[src/rtl/gaussian_log_likelihood_accumulator_core_assert.svh]
// assertion macros used by the rtl of the log-likelihood accumulator
`ifndef GAUSSIAN_LOG_LIKELIHOOD_ACCUMULATOR_CORE_ASSERT_SVH
`define GAUSSIAN_LOG_LIKELIHOOD_ACCUMULATOR_CORE_ASSERT_SVH

// same-cycle implication, clocked on clk, off during reset
`define GLLA_ASSERT_IMP(lbl, ante, cons) \
	lbl: assert property (@(posedge clk) disable iff (!arst_n) (ante) |-> (cons)) \
		else $error("glla assertion failed");

// next-cycle implication, clocked on clk, off during reset
`define GLLA_ASSERT_NXT(lbl, ante, cons) \
	lbl: assert property (@(posedge clk) disable iff (!arst_n) (ante) |=> (cons)) \
		else $error("glla assertion failed");

`endif

[src/rtl/glla_pkg.sv]
// types and constants of the log-likelihood accumulator
`default_nettype none

package glla_pkg;

	localparam int ACC_W         = 48;
	localparam int LOG_FRAC_BITS = 30;
	localparam int SQ_STEPS      = 30;
	localparam int DIV_STEPS     = 65;
	localparam int CNT_W         = 7;

	localparam logic [29:0]        LN2_Q30    = 30'd744261118;
	localparam logic [32:0]        TWO_PI_Q30 = 33'd6746518852;
	localparam logic signed [7:0]  TWO_PI_EXP = 8'sd2;
	localparam logic signed [ACC_W-1:0] ACC_MAX = {1'b0, {(ACC_W-1){1'b1}}};
	localparam logic signed [ACC_W-1:0] ACC_MIN = {1'b1, {(ACC_W-1){1'b0}}};

	typedef enum logic [3:0] {
		S_IDLE, S_DECIDE, S_SV, S_MULAD, S_DIVI, S_DIV, S_LOGSV, S_NORM,
		S_SQM, S_SQU, S_FRM, S_LNACC, S_LOGPI, S_CACC, S_FACC, S_FINISH
	} state_t;

	typedef enum logic [4:0] {
		OP_NONE, OP_LOAD, OP_MUL_SV, OP_SV, OP_MUL_AD, OP_DIV_INIT, OP_DIV_STEP,
		OP_LOG_SV, OP_LOG_W, OP_LOG_PI, OP_NORM, OP_SQ_MUL, OP_SQ_UPD,
		OP_FRAC_MUL, OP_LOG_ACC, OP_CLUSTER_ACC, OP_FIELD_ACC, OP_FIELD_MAX,
		OP_DEAD, OP_OUT
	} op_t;

	typedef enum logic [1:0] {PH_FIELD, PH_SV, PH_PI} phase_t;

	typedef struct packed {
		logic dead;
		logic is_field;
		logic in_range;
		logic width_zero;
		logic var_zero;
		logic last;
		logic norm_done;
	} dp_status_t;

endpackage

`default_nettype wire

[src/rtl/glla_datapath.sv]
// datapath: operand registers, shared multiplier, divider, log unit, accumulator
`default_nettype none

module glla_datapath #(
	parameter int FRAC_BITS = 16
) (
	input  wire logic                clk,
	input  wire logic                arst_n,
	input  wire logic                cfg_wr_en,
	input  wire logic [31:0]         cfg_wr_data,
	input  wire glla_pkg::op_t       op,
	input  wire logic signed [31:0]  observed_mag,
	input  wire logic signed [31:0]  model_mag,
	input  wire logic [31:0]         mag_variance,
	input  wire logic signed [31:0]  field_low,
	input  wire logic signed [31:0]  field_high,
	input  wire logic                is_field,
	input  wire logic                last_filter,
	output glla_pkg::dp_status_t     status,
	output logic signed [47:0]       log_like,
	output logic                     minus_infinity
);
	import glla_pkg::*;

	localparam int SV_W   = 64 - FRAC_BITS;
	localparam int SHIFT  = LOG_FRAC_BITS - FRAC_BITS;
	localparam int LN_W   = 40;
	localparam int TERM_W = ACC_W + 1;
	localparam int SUM_W  = ACC_W + 2;
	localparam int MUL_W  = 33;
	localparam logic signed [LN_W-1:0] LN_RND = LN_W'(64'd1 << (SHIFT - 1));

	function automatic logic signed [ACC_W-1:0] sat_acc(input logic signed [SUM_W-1:0] v);
		if (v > SUM_W'(ACC_MAX))
			return ACC_MAX;
		else if (v < SUM_W'(ACC_MIN))
			return ACC_MIN;
		else
			return v[ACC_W-1:0];
	endfunction

	logic [31:0]             scale_q;
	logic signed [31:0]      obs_q, mdl_q, lo_q, hi_q;
	logic [31:0]             var_q;
	logic                    field_q, last_q;
	logic [2*MUL_W-1:0]      mul_q;
	logic [MUL_W-1:0]        mul_a, mul_b;
	logic [SV_W-1:0]         sv_q;
	logic [SV_W-1:0]         rem_q;
	logic [DIV_STEPS-1:0]    quo_q;
	logic [63:0]             x_q;
	logic signed [7:0]       exp_q;
	logic [SQ_STEPS-1:0]     frac_q;
	logic signed [LN_W-1:0]  lnsum_q;
	logic signed [ACC_W-1:0] acc_q;
	logic                    dead_q;

	logic signed [32:0]      diff, width;
	logic [32:0]             ad;
	logic [63:0]             prod_sh;
	logic [SV_W-1:0]         sv_new;
	logic [SV_W:0]           div_t;
	logic                    div_ge;
	logic [SV_W-1:0]         rem_d;
	logic [ACC_W-2:0]        q_sat;
	logic [32:0]             sq;
	logic signed [LN_W-1:0]  ln_exp, ln_frac, lnf;
	logic signed [TERM_W-1:0] term, half;

	// operand arithmetic
	always_comb begin
		diff    = 33'(mdl_q) - 33'(obs_q);
		ad      = diff[32] ? 33'(-diff) : 33'(diff);
		width   = 33'(hi_q) - 33'(lo_q);
		prod_sh = mul_q[63:0] >> FRAC_BITS;
		sv_new  = (prod_sh[SV_W-1:0] == '0) ? SV_W'(1) : prod_sh[SV_W-1:0];
		div_t   = {rem_q, quo_q[DIV_STEPS-1]};
		div_ge  = div_t >= {1'b0, sv_q};
		rem_d   = div_ge ? SV_W'(div_t - {1'b0, sv_q}) : div_t[SV_W-1:0];
		q_sat   = (|quo_q[DIV_STEPS-1:ACC_W-1]) ? {(ACC_W-1){1'b1}} : quo_q[ACC_W-2:0];
		sq      = mul_q[63:31];
		ln_exp  = LN_W'(exp_q) * $signed(LN_W'(LN2_Q30));
		ln_frac = $signed(LN_W'(mul_q[59:30]));
		lnf     = (lnsum_q + LN_RND) >>> SHIFT;
		term    = TERM_W'(lnf) + $signed({2'b00, q_sat});
		half    = term >>> 1;
	end

	// shared multiplier operand select
	always_comb begin
		mul_a = '0;
		mul_b = '0;
		case (op)
			OP_MUL_SV: begin
				mul_a = {1'b0, scale_q};
				mul_b = {1'b0, var_q};
			end
			OP_MUL_AD: begin
				mul_a = ad;
				mul_b = ad;
			end
			OP_SQ_MUL: begin
				mul_a = {1'b0, x_q[63:32]};
				mul_b = {1'b0, x_q[63:32]};
			end
			OP_FRAC_MUL: begin
				mul_a = MUL_W'(frac_q);
				mul_b = MUL_W'(LN2_Q30);
			end
			default: begin
			end
		endcase
	end

	always_ff @(posedge clk or negedge arst_n) begin
		if (!arst_n) begin
			scale_q <= 32'(64'd1 << FRAC_BITS);
		end else if (cfg_wr_en) begin
			scale_q <= cfg_wr_data;
		end
	end

	always_ff @(posedge clk or negedge arst_n) begin
		if (!arst_n) begin
			acc_q  <= '0;
			dead_q <= 1'b0;
		end else begin
			case (op)
				OP_FIELD_MAX:   acc_q <= ACC_MAX;
				OP_FIELD_ACC:   acc_q <= sat_acc(SUM_W'(acc_q) - SUM_W'(lnf));
				OP_CLUSTER_ACC: acc_q <= sat_acc(SUM_W'(acc_q) - SUM_W'(half));
				OP_DEAD:        dead_q <= 1'b1;
				OP_OUT: begin
					acc_q  <= '0;
					dead_q <= 1'b0;
				end
				default: begin
				end
			endcase
		end
	end

	always_ff @(posedge clk) begin
		case (op)
			OP_LOAD: begin
				obs_q   <= observed_mag;
				mdl_q   <= model_mag;
				var_q   <= mag_variance;
				lo_q    <= field_low;
				hi_q    <= field_high;
				field_q <= is_field;
				last_q  <= last_filter;
				lnsum_q <= '0;
			end
			OP_MUL_SV, OP_MUL_AD, OP_SQ_MUL, OP_FRAC_MUL: mul_q <= mul_a * mul_b;
			OP_SV: sv_q <= sv_new;
			OP_DIV_INIT: begin
				rem_q <= '0;
				quo_q <= mul_q[DIV_STEPS-1:0];
			end
			OP_DIV_STEP: begin
				rem_q <= rem_d;
				quo_q <= {quo_q[DIV_STEPS-2:0], div_ge};
			end
			OP_LOG_SV: begin
				x_q    <= 64'(sv_q);
				exp_q  <= 8'(63 - FRAC_BITS);
				frac_q <= '0;
			end
			OP_LOG_W: begin
				x_q    <= 64'(width[31:0]);
				exp_q  <= 8'(63 - FRAC_BITS);
				frac_q <= '0;
			end
			OP_LOG_PI: begin
				x_q    <= {TWO_PI_Q30, 31'd0};
				exp_q  <= TWO_PI_EXP;
				frac_q <= '0;
			end
			OP_NORM: begin
				x_q   <= {x_q[62:0], 1'b0};
				exp_q <= exp_q - 8'sd1;
			end
			OP_SQ_UPD: begin
				x_q[63:32] <= sq[32] ? sq[32:1] : sq[31:0];
				frac_q     <= {frac_q[SQ_STEPS-2:0], sq[32]};
			end
			OP_LOG_ACC: lnsum_q <= lnsum_q + ln_exp + ln_frac;
			OP_OUT: begin
				log_like       <= dead_q ? ACC_MIN : acc_q;
				minus_infinity <= dead_q;
			end
			default: begin
			end
		endcase
	end

	always_comb begin
		status.dead       = dead_q;
		status.is_field   = field_q;
		status.in_range   = (lo_q <= obs_q) && (obs_q <= hi_q);
		status.width_zero = (lo_q == hi_q);
		status.var_zero   = (var_q == 32'd0);
		status.last       = last_q;
		status.norm_done  = x_q[63];
	end

endmodule

`default_nettype wire

[src/rtl/glla_controller.sv]
// controller: sequences the datapath through one filter transaction
`default_nettype none

module glla_controller (
	input  wire logic                 clk,
	input  wire logic                 arst_n,
	input  wire logic                 in_valid,
	input  wire logic                 out_stall,
	input  wire glla_pkg::dp_status_t status,
	output glla_pkg::op_t             op,
	output logic                      in_stall,
	output logic                      out_valid
);
	import glla_pkg::*;

	state_t             state_q, state_d;
	phase_t             phase_q, phase_d;
	logic [CNT_W-1:0]   cnt_q, cnt_d;
	logic               out_valid_q;
	logic               out_free;

	assign out_free = !out_valid_q || !out_stall;

	// next state
	always_comb begin
		state_d = state_q;
		phase_d = phase_q;
		cnt_d   = cnt_q;
		unique case (state_q)
			S_IDLE: if (in_valid) state_d = S_DECIDE;
			S_DECIDE: begin
				if (status.dead) begin
					state_d = S_FINISH;
				end else if (status.is_field) begin
					if (status.in_range && !status.width_zero) begin
						state_d = S_NORM;
						phase_d = PH_FIELD;
					end else begin
						state_d = S_FINISH;
					end
				end else if (status.var_zero) begin
					state_d = S_FINISH;
				end else begin
					state_d = S_SV;
				end
			end
			S_SV:    state_d = S_MULAD;
			S_MULAD: state_d = S_DIVI;
			S_DIVI: begin
				state_d = S_DIV;
				cnt_d   = '0;
			end
			S_DIV: begin
				if (cnt_q == CNT_W'(DIV_STEPS - 1))
					state_d = S_LOGSV;
				else
					cnt_d = cnt_q + 1'b1;
			end
			S_LOGSV: begin
				state_d = S_NORM;
				phase_d = PH_SV;
			end
			S_NORM: begin
				if (status.norm_done) begin
					state_d = S_SQM;
					cnt_d   = '0;
				end
			end
			S_SQM: state_d = S_SQU;
			S_SQU: begin
				if (cnt_q == CNT_W'(SQ_STEPS - 1)) begin
					state_d = S_FRM;
				end else begin
					state_d = S_SQM;
					cnt_d   = cnt_q + 1'b1;
				end
			end
			S_FRM: state_d = S_LNACC;
			S_LNACC: begin
				unique case (phase_q)
					PH_FIELD: state_d = S_FACC;
					PH_SV:    state_d = S_LOGPI;
					default:  state_d = S_CACC;
				endcase
			end
			S_LOGPI: begin
				state_d = S_NORM;
				phase_d = PH_PI;
			end
			S_CACC: state_d = S_FINISH;
			S_FACC: state_d = S_FINISH;
			S_FINISH: begin
				if (!status.last || out_free) state_d = S_IDLE;
			end
			default: state_d = S_IDLE;
		endcase
	end

	// command outputs
	always_comb begin
		op = OP_NONE;
		unique case (state_q)
			S_IDLE: if (in_valid) op = OP_LOAD;
			S_DECIDE: begin
				if (status.dead)
					op = OP_NONE;
				else if (status.is_field)
					op = !status.in_range ? OP_DEAD :
						(status.width_zero ? OP_FIELD_MAX : OP_LOG_W);
				else if (!status.var_zero)
					op = OP_MUL_SV;
			end
			S_SV:     op = OP_SV;
			S_MULAD:  op = OP_MUL_AD;
			S_DIVI:   op = OP_DIV_INIT;
			S_DIV:    op = OP_DIV_STEP;
			S_LOGSV:  op = OP_LOG_SV;
			S_NORM:   if (!status.norm_done) op = OP_NORM;
			S_SQM:    op = OP_SQ_MUL;
			S_SQU:    op = OP_SQ_UPD;
			S_FRM:    op = OP_FRAC_MUL;
			S_LNACC:  op = OP_LOG_ACC;
			S_LOGPI:  op = OP_LOG_PI;
			S_CACC:   op = OP_CLUSTER_ACC;
			S_FACC:   op = OP_FIELD_ACC;
			S_FINISH: if (status.last && out_free) op = OP_OUT;
			default:  op = OP_NONE;
		endcase
	end

	always_ff @(posedge clk or negedge arst_n) begin
		if (!arst_n) begin
			state_q     <= S_IDLE;
			phase_q     <= PH_FIELD;
			cnt_q       <= '0;
			out_valid_q <= 1'b0;
		end else begin
			state_q <= state_d;
			phase_q <= phase_d;
			cnt_q   <= cnt_d;
			if (op == OP_OUT)
				out_valid_q <= 1'b1;
			else if (!out_stall)
				out_valid_q <= 1'b0;
		end
	end

	assign in_stall  = (state_q != S_IDLE);
	assign out_valid = out_valid_q;

endmodule

`default_nettype wire

[src/rtl/gaussian_log_likelihood_accumulator_core.sv]
// top level of the gaussian log-likelihood accumulator
// one input transaction is one filter measurement of a star; the block
// subtracts that filter's gaussian term (cluster star) or uniform term
// (field star) from a saturating 48-bit accumulator in signed fixed point
// with FRAC_BITS fraction bits, and on the transaction flagged last_filter it
// hands out one result transaction and clears the accumulator. one item is
// worked at a time; in_stall stays high until it is done. each item is
// worked by a shared 33x33 multiplier, a one-bit-per-cycle restoring
// divider for diff^2/(scale*var) and a squaring log2 unit (a left shift per
// leading zero for normalisation, then 30 square-and-test steps): a cluster
// item's run grows with the leading zeros of the scaled variance, a field
// item's inside its bounds with those of the width; a skipped, dead or
// out-of-bounds item skips the arithmetic. a finished result sits in an output
// register, so a new item is taken while that result is still stalled; a last
// item waits only if the previous result has not yet gone. variance_scale is
// written through cfg_wr_en / cfg_wr_data; the user must do so only while the
// block is idle, as the block itself does not enforce it
`default_nettype none

module gaussian_log_likelihood_accumulator_core #(
	parameter int FRAC_BITS = 16
) (
	input  wire logic               clk,
	input  wire logic               arst_n,
	input  wire logic               cfg_wr_en,
	input  wire logic [31:0]        cfg_wr_data,
	input  wire logic               in_valid,
	output logic                    in_stall,
	input  wire logic signed [31:0] observed_mag,
	input  wire logic signed [31:0] model_mag,
	input  wire logic [31:0]        mag_variance,
	input  wire logic signed [31:0] field_low,
	input  wire logic signed [31:0] field_high,
	input  wire logic               is_field,
	input  wire logic               last_filter,
	output logic                    out_valid,
	input  wire logic               out_stall,
	output logic signed [47:0]      log_like,
	output logic                    minus_infinity
);
	import glla_pkg::*;

	// command from the controller, status back from the datapath
	op_t        op;
	dp_status_t status;

	glla_controller u_ctrl (
		.clk       (clk),
		.arst_n    (arst_n),
		.in_valid  (in_valid),
		.out_stall (out_stall),
		.status    (status),
		.op        (op),
		.in_stall  (in_stall),
		.out_valid (out_valid)
	);

	glla_datapath #(
		.FRAC_BITS (FRAC_BITS)
	) u_dp (
		.clk            (clk),
		.arst_n         (arst_n),
		.cfg_wr_en      (cfg_wr_en),
		.cfg_wr_data    (cfg_wr_data),
		.op             (op),
		.observed_mag   (observed_mag),
		.model_mag      (model_mag),
		.mag_variance   (mag_variance),
		.field_low      (field_low),
		.field_high     (field_high),
		.is_field       (is_field),
		.last_filter    (last_filter),
		.status         (status),
		.log_like       (log_like),
		.minus_infinity (minus_infinity)
	);

	`include "gaussian_log_likelihood_accumulator_core_assert.svh"

	// an accepted transaction always makes the block busy on the next cycle
	`GLLA_ASSERT_NXT(a_busy_after_accept, in_valid && !in_stall, in_stall)
	// publishing a result always raises out_valid
	`GLLA_ASSERT_NXT(a_valid_after_publish, op == OP_OUT, out_valid)
	// a dead star reports the most negative log-likelihood
	`GLLA_ASSERT_IMP(a_dead_value, out_valid && minus_infinity, log_like == ACC_MIN)

endmodule

`default_nettype wire
[config.mk]
export PLATFORM = sky130hd
export DESIGN_NAME = gaussian_log_likelihood_accumulator_core
export DESIGN_NICKNAME = d
export VERILOG_FILES = /design/src/rtl/glla_pkg.sv /design/src/rtl/glla_datapath.sv /design/src/rtl/glla_controller.sv /design/src/rtl/gaussian_log_likelihood_accumulator_core.sv
export VERILOG_INCLUDE_DIRS = /design/src /design/src/rtl
export SDC_FILE = /design/constraint.sdc
export NUM_CORES = 2
export LEC_CHECK = 0
export CAP_MARGIN = 20
export CORE_ASPECT_RATIO = 0.6
export CORE_MARGIN = 4
export CORE_UTILIZATION = 31
export CTS_BUF_LIST = sky130_fd_sc_hd__clkbuf_8
export CTS_CLUSTER_DIAMETER = 150
export DETAILED_ROUTE_END_ITERATION = 10
export DONT_BUFFER_PORTS = 1
export SYNTH_ARGS = -nofsm -noshare
export SYNTH_HDL_FRONTEND = slang
export SYNTH_HIERARCHICAL = 1
export SYNTH_SLANG_ARGS = --single-unit
[constraint.sdc]
create_clock -name clk -period 24.2 [get_ports clk]
set_input_delay 1.21 -clock clk [delete_from_list [all_inputs] [get_ports clk]]
set_output_delay 1.21 -clock clk [all_outputs]
set_load 0.01 [all_outputs]
==> summary.txt <==
Outcome
  • Status: complete, no violations

Synth
  • Post-synthesis cell area: 84300 um2
  • Cell count after synthesis: 9134
  • Post-synthesis adder-cell area fraction: 0.355
  • Main synth FF type: edfxtp_1
  • Sequential-to-total area share from yosys stat: 0.234
  • Post-synth top cells: 1494 x inv_1, 1120 x nand2_1, 1042 x fa_1, 723 x ha_1, 685 x nor2_1
  • Yosys top cell area share: 0.247
  • Asr flop ratio synth: 0.141
  • Xor/xnor share of the synthesized area: 0.0409
  • Compound-Gate Fraction of Synth Area: 0.127
  • Yosys reg bits: 674
  • Synth warn: 6
  • Most frequent cell after synthesis: inv_1
  • Mux cell area share after synthesis: 0.0133
  • Largest family of logic cells by synthesized area: adder cells
  • Synth Area in Simple Gates: 0.142
  • Mapped Avg Cell Area: 9.23 um2
  • Number of synthesized flops with an enable pin: 579
  • Post-synth cell types: 115
  • Synth top area cells: fa_1 25%, edfxtp_1 21%, ha_1 11%
  • Top cell type by total area after synthesis: fa_1

Global routing
  • Global-route usage over all layers: 0.222
  • First-pass GRT wire length: 464000 um
  • GRT overflow: 0
  • Largest net degree at the start of global routing: 134
  • Vias in the first global route: 67500
  • Initial antenna violation count: 31

Placed design
  • Post-DP Area: 88800 um2
  • RePlAce Congestion: 0.994
  • Dpl hpwl: 253000 um
  • PortBufs: 0

Critical path
  • Worst setup path class: register to register
  • CP endpoint kind: register
  • CP max stage cell: a22oi_1
  • Worst Setup Start Kind: register
  • Crit path max fanout: 45
  • CP Data Arrival Time: 16470 ps
  • Worst Path Required: 24850 ps
  • CP most frequent cell: fa_1
  • CP max stage delay: 710 ps

STA
  • Unrepaired setup endpoints after global routing: false
  • Final setup violation count: 0
  • Slew Limit Fails: 0
  • Setup Total Neg Slack: 0 ps
  • Worst slew pin tran: 1240 ps
  • Hold Vio Cnt, Final: 0
  • Peak Freq: 63.2 MHz
  • Tmin final: 15810 ps
  • Worst slew margin: 0.172
  • Final Skew: 123 ps
  • Final period util: 0.653

CTS
  • Clock slew at reported path FFs: 60 ps
  • H-tree depth: 3
  • Post-CTS resize count: 0
  • Clock root cell: clkbuf_8
  • Clk buf depth: 3
  • Skew-Pair Late Insertion Delay: 910 ps
  • CTS buffer count: 120
  • TritonCTS clock tree: built
  • CTS Sinks: 674
  • Post-CTS Setup Bufs: 0

Final layout
  • Share of layout cells above drive strength 1: 0.0544
  • Total Nets Final: 11000
  • Area grow syn2layout: 8.22%
  • Final Cell Area: 91300 um2
  • Fillers: 27600

Hold path
  • HP Class: input port to asynchronous set/reset pin

Flow run
  • Max cap viols: 0

Route
  • Via count: 68100
  • DRC Markers: 0
  • Antenna-violating nets left: 0
  • Average vias per placed instance: 5.36
  • 1st-pass router iterations: 7
  • Final WL: 316000 um
  • Routed WL per cell: 24.9 um
  • Drt first-iter violations: 7888

Die
  • Chip height: 412 um
  • # IOs: 250
  • Core ar.: 269000 um2
  • Die width: 681 um
  • Row count: 147
  • Initial core utilization: 0.313
  • Die Area: 281000 um2
==> flip-flops by register name (all words and copies together), names as in the netlist, 7 cells and up <==
name,count
u_dp/mul_q,65
u_dp/rem_q,48
u_ctrl/cnt_q,7
u_dp/obs_q,32
u_dp/var_q,32
u_dp/frac_q,30
u_dp/exp_q,8
u_dp/scale_q,32
u_dp/acc_q,48
u_dp/lnsum_q,40
u_dp/sv_q,48
u_dp/x_q,64
u_dp/hi_q,32
u_dp/log_like,48
u_dp/quo_q,65
u_dp/lo_q,32
u_dp/mdl_q,32
==> metal layers <==
metal	global-route usage	wire length, um	share of wire	vias to the layer above
met3	0.0704	37900	0.12	456
met1	0.336	146000	0.46	34100
met2	0.300	123000	0.39	3591
met5	0	114	0.00036	-
met4	0.0568	9180	0.029	18
li1	-	-	-	29900
==> logic make-up (layout without fill, tap and decap cells) <==
group                    Yosys count  in the layout
AO/OA/AOI/OAI                   1627           1627
other                              2             42
flip-flops                       674            674
buffers and inverters           1918           1871
multiplexers                     107            107
adder cells (fa/ha/maj)         1765           1765
AND/OR/NAND/NOR                 2649           2649
XOR/XNOR                         392            392
==> through the flow <==
step	worst slack (ps)	hold WS [ps]	cells	utilization
finish	8390	87.2	12700	0.339
global route	7810	10.6	12700	0.339
CTS	8710	4.69	12700	0.339
detailed placement	8730	508	12500	0.330
global placement	8790	498	12500	0.330
floorplan	12290	481	9162	-
==> path summary, 6_finish.rpt <==
kind / startpoint / endpoint / slack, ps / depth (start not counted)
hold / removal: arst_n / u_dp/acc_q[29]$_DFFE_PN0P_ / 90 / 0
max in group asynchronous: arst_n / u_dp/dead_q$_DFFE_PN0P_ / 23650 / 1
setup / recovery: u_dp/obs_q[1]$_DFFE_PP_ / u_dp/mul_q[61]$_DFFE_PP_ / 8390 / 53
min in group clk: mag_variance[27] / u_dp/var_q[27]$_DFFE_PP_ / 390 / 0
setup reg to reg: u_dp/obs_q[1]$_DFFE_PP_ / u_dp/mul_q[61]$_DFFE_PP_ / 8390 / 53
hold reg to reg: u_dp/mul_q[3]$_DFFE_PP_ / u_dp/quo_q[3]$_DFFE_PP_ / 500 / 2
==> cell usage in the layout, fill, tap and decap left out, types with 78 or more instances in the layout <==
master / synthesis / final
nor2_1: 685 / 676
and2_1: 89 / 89
nand2_1: 1120 / 1118
buf_4: 12 / 148
or3_1: 80 / 80
nor2b_1: 119 / 117
xor2_1: 145 / 145
nor3_1: 94 / 92
xnor2_1: 245 / 244
ha_1: 723 / 723
o21ai_0: 290 / 289
clkbuf_8: 0 / 128
a21o_1: 204 / 204
fa_1: 1042 / 1042
edfxtp_1: 579 / 579
inv_1: 1494 / 1524
nand3_1: 108 / 103
and3_1: 79 / 78
a21oi_1: 475 / 465
dfrtp_1: 94 / 93
==> area by class of cell <==
| class | instances | area (um2) | share of cell area |
|---|---|---|---|
| Sequential cell | 674 | 19800 | 0.217 |
| Inverter | 1494 | 5610 | 0.0615 |
| Timing Repair Buffer | 153 | 1210 | 0.0133 |
| Multi-Input combinational cell | 6570 | 57700 | 0.633 |
| Tap cell | 3576 | 4470 | 0.0490 |
| Clock inverter | 96 | 671 | 0.00735 |
| Clock buffer | 128 | 1760 | 0.0193 |
| Antenna cell | 12 | 30.0 | 0.000329 |
==> critical path, delay by kind of cell, from the launching register on <==
family	cells	cell delay, ps
AO/OA/AOI/OAI	22	5770
adder cells (fa/ha/maj)	10	4730
buffers and inverters	10	2310
AND/OR/NAND/NOR	8	1850
flip-flops	1	420
XOR/XNOR	2	220
multiplexers	1	220
==> repair_timing <==
action / in CTS / in global routing
endpoints found under the hold margin: 46 / 0
hold buffers: 1 / 0
setup endpoints to repair: 0 / 0
Power is left out: the tool's default activity adds up to more than one toggle a clock period on the data nets, which glitch-free logic cannot reach.
